==> src/hw/rtl/bbc_pkg.sv <==
// shared types and constants of the buffer cache tag directory
// used by every module of the block and by its checker
package bbc_pkg;

	localparam int ENTRIES_DEF = 32;
	localparam int SLOT_W = 5;
	localparam int DEV_W = 8;
	localparam int BLK_W = 32;
	localparam int REF_W = 8;
	localparam int TICK_W = 24;

	localparam logic [REF_W-1:0] REF_MAX = '1;
	localparam logic [REF_W-1:0] REF_ONE = REF_W'(1);

	typedef enum logic [1:0] {
		MODE_GET = 2'd0,
		MODE_RELEASE = 2'd1,
		MODE_PIN = 2'd2,
		MODE_UNPIN = 2'd3
	} mode_t;

	typedef enum logic [1:0] {
		STAT_OK = 2'd0,
		STAT_NOFREE = 2'd1,
		STAT_UNDER = 2'd2,
		STAT_OVER = 2'd3
	} status_t;

	typedef struct packed {
		mode_t mode;
		logic [DEV_W-1:0] device;
		logic [BLK_W-1:0] block_number;
		logic [SLOT_W-1:0] entry_index;
		logic [TICK_W-1:0] now_tick;
	} req_t;

	typedef struct packed {
		logic [SLOT_W-1:0] buffer_slot;
		logic hit;
		logic needs_read;
		status_t status;
	} rsp_t;

	typedef struct packed {
		logic [DEV_W-1:0] dev;
		logic [BLK_W-1:0] blk;
		logic [REF_W-1:0] refs;
		logic [TICK_W-1:0] stamp;
		logic dvalid;
	} dir_entry_t;

	typedef struct packed {
		logic clear;
		logic sample;
	} scan_ctl_t;

	typedef struct packed {
		logic match_found;
		logic match_dvalid;
		logic match_full;
		logic free_found;
	} scan_flags_t;

	typedef enum logic [2:0] {
		ST_IDLE,
		ST_SCAN,
		ST_DRAIN,
		ST_DECIDE,
		ST_READ,
		ST_MODIFY,
		ST_FINISH
	} state_t;

endpackage

==> src/hw/rtl/bbc_dir_mem.sv <==
// directory memory: one entry per buffer, one write and one registered read a cycle
// depends on bbc_pkg; per-entry written bits make unwritten entries read as zero
module bbc_dir_mem import bbc_pkg::*; #(
	parameter int ENTRIES = ENTRIES_DEF,
	localparam int IW = $clog2(ENTRIES)
) (
	input logic clk,
	input logic arst_n,
	input logic [IW-1:0] rd_addr,
	output dir_entry_t rd_data,
	input logic wr_en,
	input logic [IW-1:0] wr_addr,
	input dir_entry_t wr_data
);

	dir_entry_t mem [ENTRIES];
	dir_entry_t rd_data_s1;
	logic [ENTRIES-1:0] written_q;
	logic rd_written_s1;

	always_ff @(posedge clk) begin
		if (wr_en) begin
			mem[wr_addr] <= wr_data;
		end
		rd_data_s1 <= mem[rd_addr];
	end

	always_ff @(posedge clk or negedge arst_n) begin
		if (!arst_n) begin
			written_q <= '0;
			rd_written_s1 <= 1'b0;
		end else begin
			if (wr_en) begin
				written_q[wr_addr] <= 1'b1;
			end
			rd_written_s1 <= written_q[rd_addr];
		end
	end

	assign rd_data = rd_written_s1 ? rd_data_s1 : '0;

endmodule

==> src/hw/rtl/bbc_scan.sv <==
// scan unit: tag compare and oldest-free search, one entry per cycle
// depends on bbc_pkg; keeps the lowest matching entry and the oldest free one
module bbc_scan import bbc_pkg::*; #(
	parameter int ENTRIES = ENTRIES_DEF,
	localparam int IW = $clog2(ENTRIES)
) (
	input logic clk,
	input logic arst_n,
	input scan_ctl_t ctl,
	input logic [IW-1:0] idx,
	input dir_entry_t ent,
	input logic [DEV_W-1:0] device,
	input logic [BLK_W-1:0] block_number,
	output scan_flags_t flags,
	output logic [IW-1:0] match_idx,
	output logic [REF_W-1:0] match_refs,
	output logic [IW-1:0] free_idx
);

	logic match_found_q;
	logic free_found_q;
	logic [IW-1:0] match_idx_q;
	logic [REF_W-1:0] match_refs_q;
	logic match_dvalid_q;
	logic [IW-1:0] free_idx_q;
	logic [TICK_W-1:0] oldest_q;
	logic is_match;
	logic take_match;
	logic take_free;

	always_comb begin
		is_match = (ent.dev == device) && (ent.blk == block_number);
		take_match = ctl.sample && !match_found_q && is_match;
		take_free = ctl.sample && (ent.refs == '0) && (!free_found_q || (ent.stamp < oldest_q));
	end

	always_ff @(posedge clk or negedge arst_n) begin
		if (!arst_n) begin
			match_found_q <= 1'b0;
			free_found_q <= 1'b0;
		end else if (ctl.clear) begin
			match_found_q <= 1'b0;
			free_found_q <= 1'b0;
		end else begin
			if (take_match) begin
				match_found_q <= 1'b1;
			end
			if (take_free) begin
				free_found_q <= 1'b1;
			end
		end
	end

	always_ff @(posedge clk) begin
		if (take_match) begin
			match_idx_q <= idx;
			match_refs_q <= ent.refs;
			match_dvalid_q <= ent.dvalid;
		end
		if (take_free) begin
			free_idx_q <= idx;
			oldest_q <= ent.stamp;
		end
	end

	always_comb begin
		flags.match_found = match_found_q;
		flags.match_dvalid = match_dvalid_q;
		flags.match_full = (match_refs_q == REF_MAX);
		flags.free_found = free_found_q;
	end

	assign match_idx = match_idx_q;
	assign match_refs = match_refs_q;
	assign free_idx = free_idx_q;

endmodule

==> src/hw/rtl/block_buffer_cache_lru.sv <==
// Tag directory of a block buffer cache with least-recently-used replacement.
// One item is handled at a time; req_stall is high from acceptance until the
// result is loaded into the output register. A get walks the whole directory
// through the single read port of the directory memory, one entry per cycle,
// then passes through the drain and decide states to finish; release, pin and
// unpin pass through read, modify and finish, or go straight to finish when
// entry_index lies beyond the directory. No clearing pass follows reset: the
// block is ready as soon as arst_n is released. Ties between matching tags or
// equally old free entries go to the lowest index.
// depends on bbc_pkg, bbc_dir_mem and bbc_scan
module block_buffer_cache_lru import bbc_pkg::*; #(
	parameter int ENTRIES = ENTRIES_DEF
) (
	input logic clk,
	input logic arst_n,
	input logic req_valid,
	output logic req_stall,
	input req_t req,
	output logic rsp_valid,
	input logic rsp_stall,
	output rsp_t rsp
);

	localparam int IW = $clog2(ENTRIES);

	state_t state_q, state_d;
	logic [IW-1:0] cnt_q, cnt_d;
	logic [IW-1:0] scan_idx_s1;
	req_t req_q;
	rsp_t res_q, res_d;
	logic res_load;
	rsp_t rsp_q;
	logic rsp_valid_q;
	logic req_accept;
	logic idx_in_range;

	logic [IW-1:0] rd_addr;
	dir_entry_t rd_data;
	logic wr_en;
	logic [IW-1:0] wr_addr;
	dir_entry_t wr_data;

	scan_ctl_t scan_ctl;
	scan_flags_t flags;
	logic [IW-1:0] match_idx;
	logic [REF_W-1:0] match_refs;
	logic [IW-1:0] free_idx;

	bbc_dir_mem #(.ENTRIES(ENTRIES)) u_dir (
		.clk(clk),
		.arst_n(arst_n),
		.rd_addr(rd_addr),
		.rd_data(rd_data),
		.wr_en(wr_en),
		.wr_addr(wr_addr),
		.wr_data(wr_data)
	);

	bbc_scan #(.ENTRIES(ENTRIES)) u_scan (
		.clk(clk),
		.arst_n(arst_n),
		.ctl(scan_ctl),
		.idx(scan_idx_s1),
		.ent(rd_data),
		.device(req_q.device),
		.block_number(req_q.block_number),
		.flags(flags),
		.match_idx(match_idx),
		.match_refs(match_refs),
		.free_idx(free_idx)
	);

	assign req_stall = (state_q != ST_IDLE);
	assign req_accept = req_valid && !req_stall;
	assign idx_in_range = (32'(req.entry_index) < 32'(ENTRIES));

	always_ff @(posedge clk or negedge arst_n) begin
		if (!arst_n) begin
			state_q <= ST_IDLE;
			cnt_q <= '0;
			rsp_valid_q <= 1'b0;
		end else begin
			state_q <= state_d;
			cnt_q <= cnt_d;
			if (state_q == ST_FINISH && (!rsp_valid_q || !rsp_stall)) begin
				rsp_valid_q <= 1'b1;
			end else if (rsp_valid_q && !rsp_stall) begin
				rsp_valid_q <= 1'b0;
			end
		end
	end

	always_ff @(posedge clk) begin
		scan_idx_s1 <= cnt_q;
		if (req_accept) begin
			req_q <= req;
		end
		if (res_load) begin
			res_q <= res_d;
		end
		if (state_q == ST_FINISH && (!rsp_valid_q || !rsp_stall)) begin
			rsp_q <= res_q;
		end
	end

	always_comb begin
		state_d = state_q;
		cnt_d = cnt_q;
		rd_addr = cnt_q;
		wr_en = 1'b0;
		wr_addr = cnt_q;
		wr_data = rd_data;
		scan_ctl = '0;
		res_load = 1'b0;
		res_d = '0;
		unique case (state_q)
			ST_IDLE: begin
				if (req_accept) begin
					cnt_d = '0;
					if (req.mode == MODE_GET) begin
						scan_ctl.clear = 1'b1;
						state_d = ST_SCAN;
					end else if (idx_in_range) begin
						state_d = ST_READ;
					end else begin
						res_load = 1'b1;
						res_d.buffer_slot = req.entry_index;
						res_d.status = STAT_OK;
						state_d = ST_FINISH;
					end
				end
			end
			ST_SCAN: begin
				rd_addr = cnt_q;
				scan_ctl.sample = (cnt_q != '0);
				cnt_d = IW'(cnt_q + 1'b1);
				if (cnt_q == IW'(ENTRIES - 1)) begin
					state_d = ST_DRAIN;
				end
			end
			ST_DRAIN: begin
				scan_ctl.sample = 1'b1;
				state_d = ST_DECIDE;
			end
			ST_DECIDE: begin
				res_load = 1'b1;
				state_d = ST_FINISH;
				wr_data.dev = req_q.device;
				wr_data.blk = req_q.block_number;
				wr_data.stamp = req_q.now_tick;
				wr_data.dvalid = 1'b1;
				priority if (flags.match_found) begin
					res_d.buffer_slot = SLOT_W'(match_idx);
					res_d.hit = 1'b1;
					if (flags.match_full) begin
						res_d.status = STAT_OVER;
					end else begin
						wr_en = 1'b1;
						wr_addr = match_idx;
						wr_data.refs = REF_W'(match_refs + REF_ONE);
						res_d.needs_read = !flags.match_dvalid;
						res_d.status = STAT_OK;
					end
				end else if (flags.free_found) begin
					wr_en = 1'b1;
					wr_addr = free_idx;
					wr_data.refs = REF_ONE;
					res_d.buffer_slot = SLOT_W'(free_idx);
					res_d.needs_read = 1'b1;
					res_d.status = STAT_OK;
				end else begin
					res_d.status = STAT_NOFREE;
				end
			end
			ST_READ: begin
				rd_addr = IW'(req_q.entry_index);
				state_d = ST_MODIFY;
			end
			ST_MODIFY: begin
				res_load = 1'b1;
				state_d = ST_FINISH;
				wr_addr = IW'(req_q.entry_index);
				res_d.buffer_slot = req_q.entry_index;
				res_d.status = STAT_OK;
				if (req_q.mode == MODE_PIN) begin
					if (rd_data.refs == REF_MAX) begin
						res_d.status = STAT_OVER;
					end else begin
						wr_en = 1'b1;
						wr_data.refs = REF_W'(rd_data.refs + REF_ONE);
					end
				end else begin
					if (rd_data.refs == '0) begin
						res_d.status = STAT_UNDER;
					end else begin
						wr_en = 1'b1;
						wr_data.refs = REF_W'(rd_data.refs - REF_ONE);
					end
				end
			end
			ST_FINISH: begin
				if (!rsp_valid_q || !rsp_stall) begin
					state_d = ST_IDLE;
				end
			end
			default: begin
				state_d = ST_IDLE;
			end
		endcase
	end

	assign rsp_valid = rsp_valid_q;
	assign rsp = rsp_q;

endmodule

==> config.mk <==
export PLATFORM = sky130hd
export DESIGN_NAME = block_buffer_cache_lru
export DESIGN_NICKNAME = d
export VERILOG_FILES = /design/src/hw/rtl/bbc_pkg.sv /design/src/hw/rtl/bbc_dir_mem.sv /design/src/hw/rtl/bbc_scan.sv /design/src/hw/rtl/block_buffer_cache_lru.sv
export SDC_FILE = /design/constraint.sdc
export NUM_CORES = 2
export LEC_CHECK = 0
export BUFFER_PORTS_ARGS = -buffer_cell sky130_fd_sc_hd__buf_2
export CAP_MARGIN = 15
export CELL_PAD_IN_SITES_DETAIL_PLACEMENT = 0
export CELL_PAD_IN_SITES_GLOBAL_PLACEMENT = 1
export CORE_MARGIN = 1
export CORE_UTILIZATION = 56
export CTS_CLUSTER_DIAMETER = 80
export DETAILED_ROUTE_END_ITERATION = 8
export GPL_ROUTABILITY_DRIVEN = 0
export PLACE_DENSITY = 0.77
export SYNTH_ARGS = -nofsm -noshare
export SYNTH_HDL_FRONTEND = slang
export SYNTH_HIERARCHICAL = 1
export SYNTH_SLANG_ARGS = --single-unit
==> constraint.sdc <==
create_clock -name clk -period 7.1 [get_ports clk]
set_clock_uncertainty 0.15 [all_clocks]
set_input_delay 2.13 -clock clk [delete_from_list [all_inputs] [get_ports clk]]
set_output_delay 2.13 -clock clk [all_outputs]
set_load 0.005 [all_outputs]
-- Word level (Yosys, flattened, before mapping)
Memories as Yosys holds them, arrays and structs flattened. A register that Yosys moved wholly into a read port is not among the register bits.
Index checks and enable logic that the tools add are counted.
- register bits after elaboration: 181
- bits in writable memories: 2336
- input port bits: 75
- output and inout port bits: 11
- word-level logic and storage cells: 138
- memories: 1
- memories (name ; depth ; bits a word ; read ports ; clocked after Yosys merged registers in ; wr ports ; RTL line ; text):
    u_dir.mem ; 32 ; 73 ; 1 ; 1 ; 1 ; bbc_dir_mem.sv:16 ; dir_entry_t mem [ENTRIES];
- add/subtract/negate cells: 4
- $lt $le $gt $ge: 4
- equal/unequal tests: 15
- mux-type cells: 58
- bitwise logic cells: 1
- reductions and logical operators: 29
- operator list (cell ; count):
    73-bit two-way mux ; 1
    8-bit two-way mux ; 6
    40-bit two-way mux ; 1
    5-bit two-way mux ; 7
    32-bit equality test ; 1
    32-bit OR ; 1
    5-bit case mux with 2 select lines ; 3
    25-bit two-way mux ; 1
    24-bit less-than comparator ; 1
    1-bit two-way mux ; 23
    3-bit case mux with 6 select lines ; 1
    8-bit by 1-bit adder with 8-bit output, second input constant ; 2
    8-bit equality test, second input constant ; 2
    8-bit case mux with 2 select lines ; 1
    3-bit two-way mux ; 5
    5-bit by 6-bit less-than comparator with 1-bit output, second input constant ; 2
    3-bit equality test, second input constant ; 3
    1-bit logical AND ; 9
    8-bit equality test ; 1
    8-bit logical NOT ; 1
    2-bit two-way mux ; 4
    2-bit nonzero test ; 4
    8-bit by 1-bit subtractor with 8-bit output, second input constant ; 1
    3-bit by 2-bit equality test with 1-bit output, second input constant ; 2
    20 further kinds ; 28

-- Longest topological paths before layout
- depth in word-level cells: 9
- gate-level depth with buffers: 14
- gate-level depth less buffers: 11

-- By module
Netlist, hierarchy kept.
- modules (own cells, without submodules) (module ; instances ; cells each ; area an instance (sq um) ; sequential area each (sq um)):
    bbc_dir_mem ; 1 ; 3882 ; 90601.9 ; 72434.5
    block_buffer_cache_lru ; 1 ; 524 ; 5138.7 ; 2997.9
    bbc_scan ; 1 ; 195 ; 2462.4 ; 1341.3

-- Least setup slack after synthesis
OpenSTA, ideal clock, no wires.
- path kind: register to register
- start: register u_dir.rd_written_s1
- end: memory u_dir/mem[12][0] (netlist name), enable pin
- setup time: 0.506 ns
- arrival: 5.704 ns
- data required time: 6.444 ns
- slack: 0.741 ns
- stages on the path, launching flop included: 13
- path buffers: 3
- clock period less this slack: 6.359 ns
- cells stage by stage: dfrtp_1 clkbuf_1 clkbuf_1 and2_1 inv_1 ha_1 nand2b_1 nor4_4 o21a_1 nor2_1 or3b_2 clkbuf_1 nor2_1
- RTL lines (element ; RTL line ; text):
    start, declared ; bbc_dir_mem.sv:19 ; logic rd_written_s1;
    start signal, assigned ; bbc_dir_mem.sv:36 ; rd_written_s1 <= written_q[rd_addr];
    end, declared ; bbc_dir_mem.sv:16 ;

==> impl_metrics.yaml <==
pwr:
  switching_share_pct: 30.7
  power_switching_mw: 15.1
  power_leakage_nw: 35.2
  p_clk_share_pct: 27.8
  p_int_mw: 33.9
  ir_drop_mv: 0.390
  power_density_nw_per_um2: 443
  combPwrFrac_pct: 29.2
  seq_power_share_pct: 43.1
setup_path:
  crit_type: "reg2reg"
  cp_cell_sequence: "and2_1, inv_1, ha_1, nand2b_1, nor4_4, o21a_1, nor2_1, nand3b_1, nor2_4, buf_4"
  slowest_stage: "nor2_4"
  critPathLaunchType: "flip-flop"
  critPathRequiredTime_ns: 7.50
  worst_setup_path_end_kind: "flip-flop"
  max_stage_delay_ns: 1.22
  arrival_ns: 5.95
  crit_fanout: 37
cts:
  root_buffer: "clkbuf_16"
  cts_hold_buffers: 0
  cts_buffers: 277
  cts_sinks: 2590
  cts_tree: "done"
  clock_latency_ns: 0.92
  cts.reportedPaths.clkPinSlew_ns: 0.06
  clk_path_buf_depth: 4
  htree_levels: 5
  post_cts.repair.setup_buffers: 0
  cts_resized: 0
synthesis:
  synth_area_sq_um: 98200
  synth_edf_count: 2468
  synthFlopType: "edfxtp_1"
  synthesis.nets: 4705
  synth_cell_types: 74
  async_reset_ff_share_pct: 1.70
  syn_inst: 4601
  seq_area_frac_synth_pct: 78.2
  yosysWarningCount: 6
  ys_seq_elements: 2590
  avgSynthCellArea_sq_um: 21.3
drt:
  drcViolationCount: 0
  drt_iter0_drc: 6781
  wire_per_inst_microns: 32.8
  wirelength_mm: 242
  detail_route.first_pass.iterations: 6
  vias: 48700
  vias_per_cell: 6.60
  ant_nets: 0
floorplanning:
  num_io_pins: 86
  start_util_pct: 56.4
  core_region_area_sq_um: 174000
  rows: 153
  die_y_microns: 421
  fp.dieArea_sq_um: 177000
  fp.dieW_microns: 421
layout:
  layout_commonest_cell: "edfxtp_1"
  drive_gt1_share_pct: 25.0
  nets: 4959
  layout_common_cells: "edfxtp_1 (2468), mux4_2 (558), clkbuf_16 (284), o22ai_1 (262), nand2_1 (239)"
  fillers: 11300
  area_growth_pct: 12.6
grt:
  grt_pass1_vias: 48100
  grt_antenna_before_repair: 3
  grt_pass1_wl_mm: 346
  grt.overflow.total: 0
  grt_usage_pct: 27.7
  grt_max_degree: 105
min_path:
  hold_path.class: "reg2reg"
timing:
  setup_viol: 0
  fin_crit_ns: 5.55
  fin_ws_ns: 1.55
  period_share_pct: 78.1
  tns_ns: 0
  slew_headroom_pct: 16.8
  fmax_mhz: 180
  final_hold_viol_count: 0
  slew_violations: 0
  rsz0062_at_grt: "no"
  worst_slew_pin_slew_ns: 1.24
outcome:
  status: "complete, no violations"
run:
  maxCapViolations: 0
placement:
  hpwlAfterDp_mm: 128
  numPortBuffers: 85
  dp_slack_ns: 1.71
[layer usage]
layer / wire [microns] / track usage (%) / up-vias
met3: 24800 / 5.61 / 335
met1: 97600 / 41.4 / 25900
li1: - / - / 19700
met4: 5740 / 7.43 / 0
met5: 0 / 0 / -
met2: 114000 / 42.3 / 2749
[cells in the mapped netlist, drive strengths merged (10+ instances only)]
cell type / count / area share (%)
xnor2: 39 / 0.35
nand4: 16 / 0.11
a211oi: 11 / 0.089
a21oi: 23 / 0.12
edfxtp: 2468 / 75
o22ai: 262 / 1.7
nand3: 26 / 0.13
or2: 36 / 0.23
clkbuf: 78 / 0.30
mux4: 558 / 13
o21ai: 20 / 0.10
dfrtp: 44 / 1.1
dfxtp: 78 / 1.6
ha: 29 / 0.37
a22oi: 30 / 0.23
nor2b: 26 / 0.17
and2: 76 / 0.48
inv: 32 / 0.12
buf: 162 / 1.1
nor4: 69 / 0.46
nor2: 62 / 0.24
o221a: 10 / 0.11
mux2i: 63 / 0.64
nor3: 20 / 0.10
nand2: 246 / 0.94
nand2b: 13 / 0.083
[stage by stage]
stage	cell area [sq um]	power [mW]	utilization [%]	hold slack [ns]	cells
finish	111000	49.0	63.6	0.266	7377
global route	111000	50.7	63.5	0.272	7375
CTS	110000	49.0	63.4	0.267	7368
detailed placement	102000	35.5	58.6	0.255	6894
global placement	102000	35.2	58.6	0.251	6893
floorplan	98200	31.0	-	0.250	4601
[power groups by stage]
stage	registers [mW]	clock network [mW]	logic [mW]
finish	21.1	13.6	14.3
CTS	21.1	13.8	14.1
global placement	21.4	0	13.8
global route	21.2	14.3	15.2
floorplan	21.1	0	9.94
detailed placement	21.4	0	14.1
[logic make-up (layout without fill, tap and decap cells)]
group | after synthesis | count (layout) | synth area share [%]
buffers and inverters | 272 | 721 | 1.51
AO/OA/AOI/OAI | 412 | 412 | 2.80
XOR/XNOR | 48 | 48 | 0.428
flip-flops | 2590 | 2590 | 78.2
adder cells (fa/ha/maj) | 29 | 29 | 0.369
AND/OR/NAND/NOR | 623 | 623 | 3.21
multiplexers | 627 | 627 | 13.5
other | 0 | 2 | 0
[area by class of cell]
class	count	area [sq um]	share of cell area (%)
Sequential cell	2590	76800	69.4
Multi-Input combinational cell	1739	20300	18.4
Clock buffer	350	7480	6.77
Tap cell	2325	2910	2.63
Timing Repair Buffer	215	1980	1.79
Clock inverter	124	982	0.888
Inverter	32	120	0.109
Antenna cell	2	5.00	0.00453
[path summary, 6_finish.rpt]
kind / start / end / slack, ns / cells after the start
hold / removal: res_q[8]$_DFFE_PN_ / rsp[8]$_DFFE_PP_ / 0.27 / 0
setup reg to reg: u_dir/rd_written_s1$_DFF_PN0_ / u_dir/mem[10][68]$_DFFE_PP_ / 1.55 / 10
max in group asynchronous: arst_n / u_dir/rd_written_s1$_DFF_PN0_ / 4.85 / 2
hold reg to reg: res_q[8]$_DFFE_PN_ / rsp[8]$_DFFE_PP_ / 0.27 / 0
min in group asynchronous: arst_n / cnt_q[3]$_DFFE_PN0P_ / 1.25 / 2
setup / recovery: u_dir/rd_written_s1$_DFF_PN0_ / u_dir/mem[10][68]$_DFFE_PP_ / 1.55 / 10
[flip-flops by register name, indices dropped and copies added, names as in the netlist, 8 cells and up]
| name | count |
|---|---|
| u_scan/match_refs | 8 |
| u_scan/oldest_q | 24 |
| u_dir/mem | 2336 |
| res_q | 9 |
| u_dir/rd_data_s1 | 73 |
| u_dir/written_q | 32 |
| req_q | 71 |
| rsp | 9 |
[critical path, delay by kind of cell, from the launching register on]
family          cells  cell delay, ns
fa+ha+maj           1            0.22
buf+inv             2            0.59
compound gates      1            0.24
flops               1            0.82
simple gates        6            3.08
No activity file was read; power rests on OpenSTA's default activity.
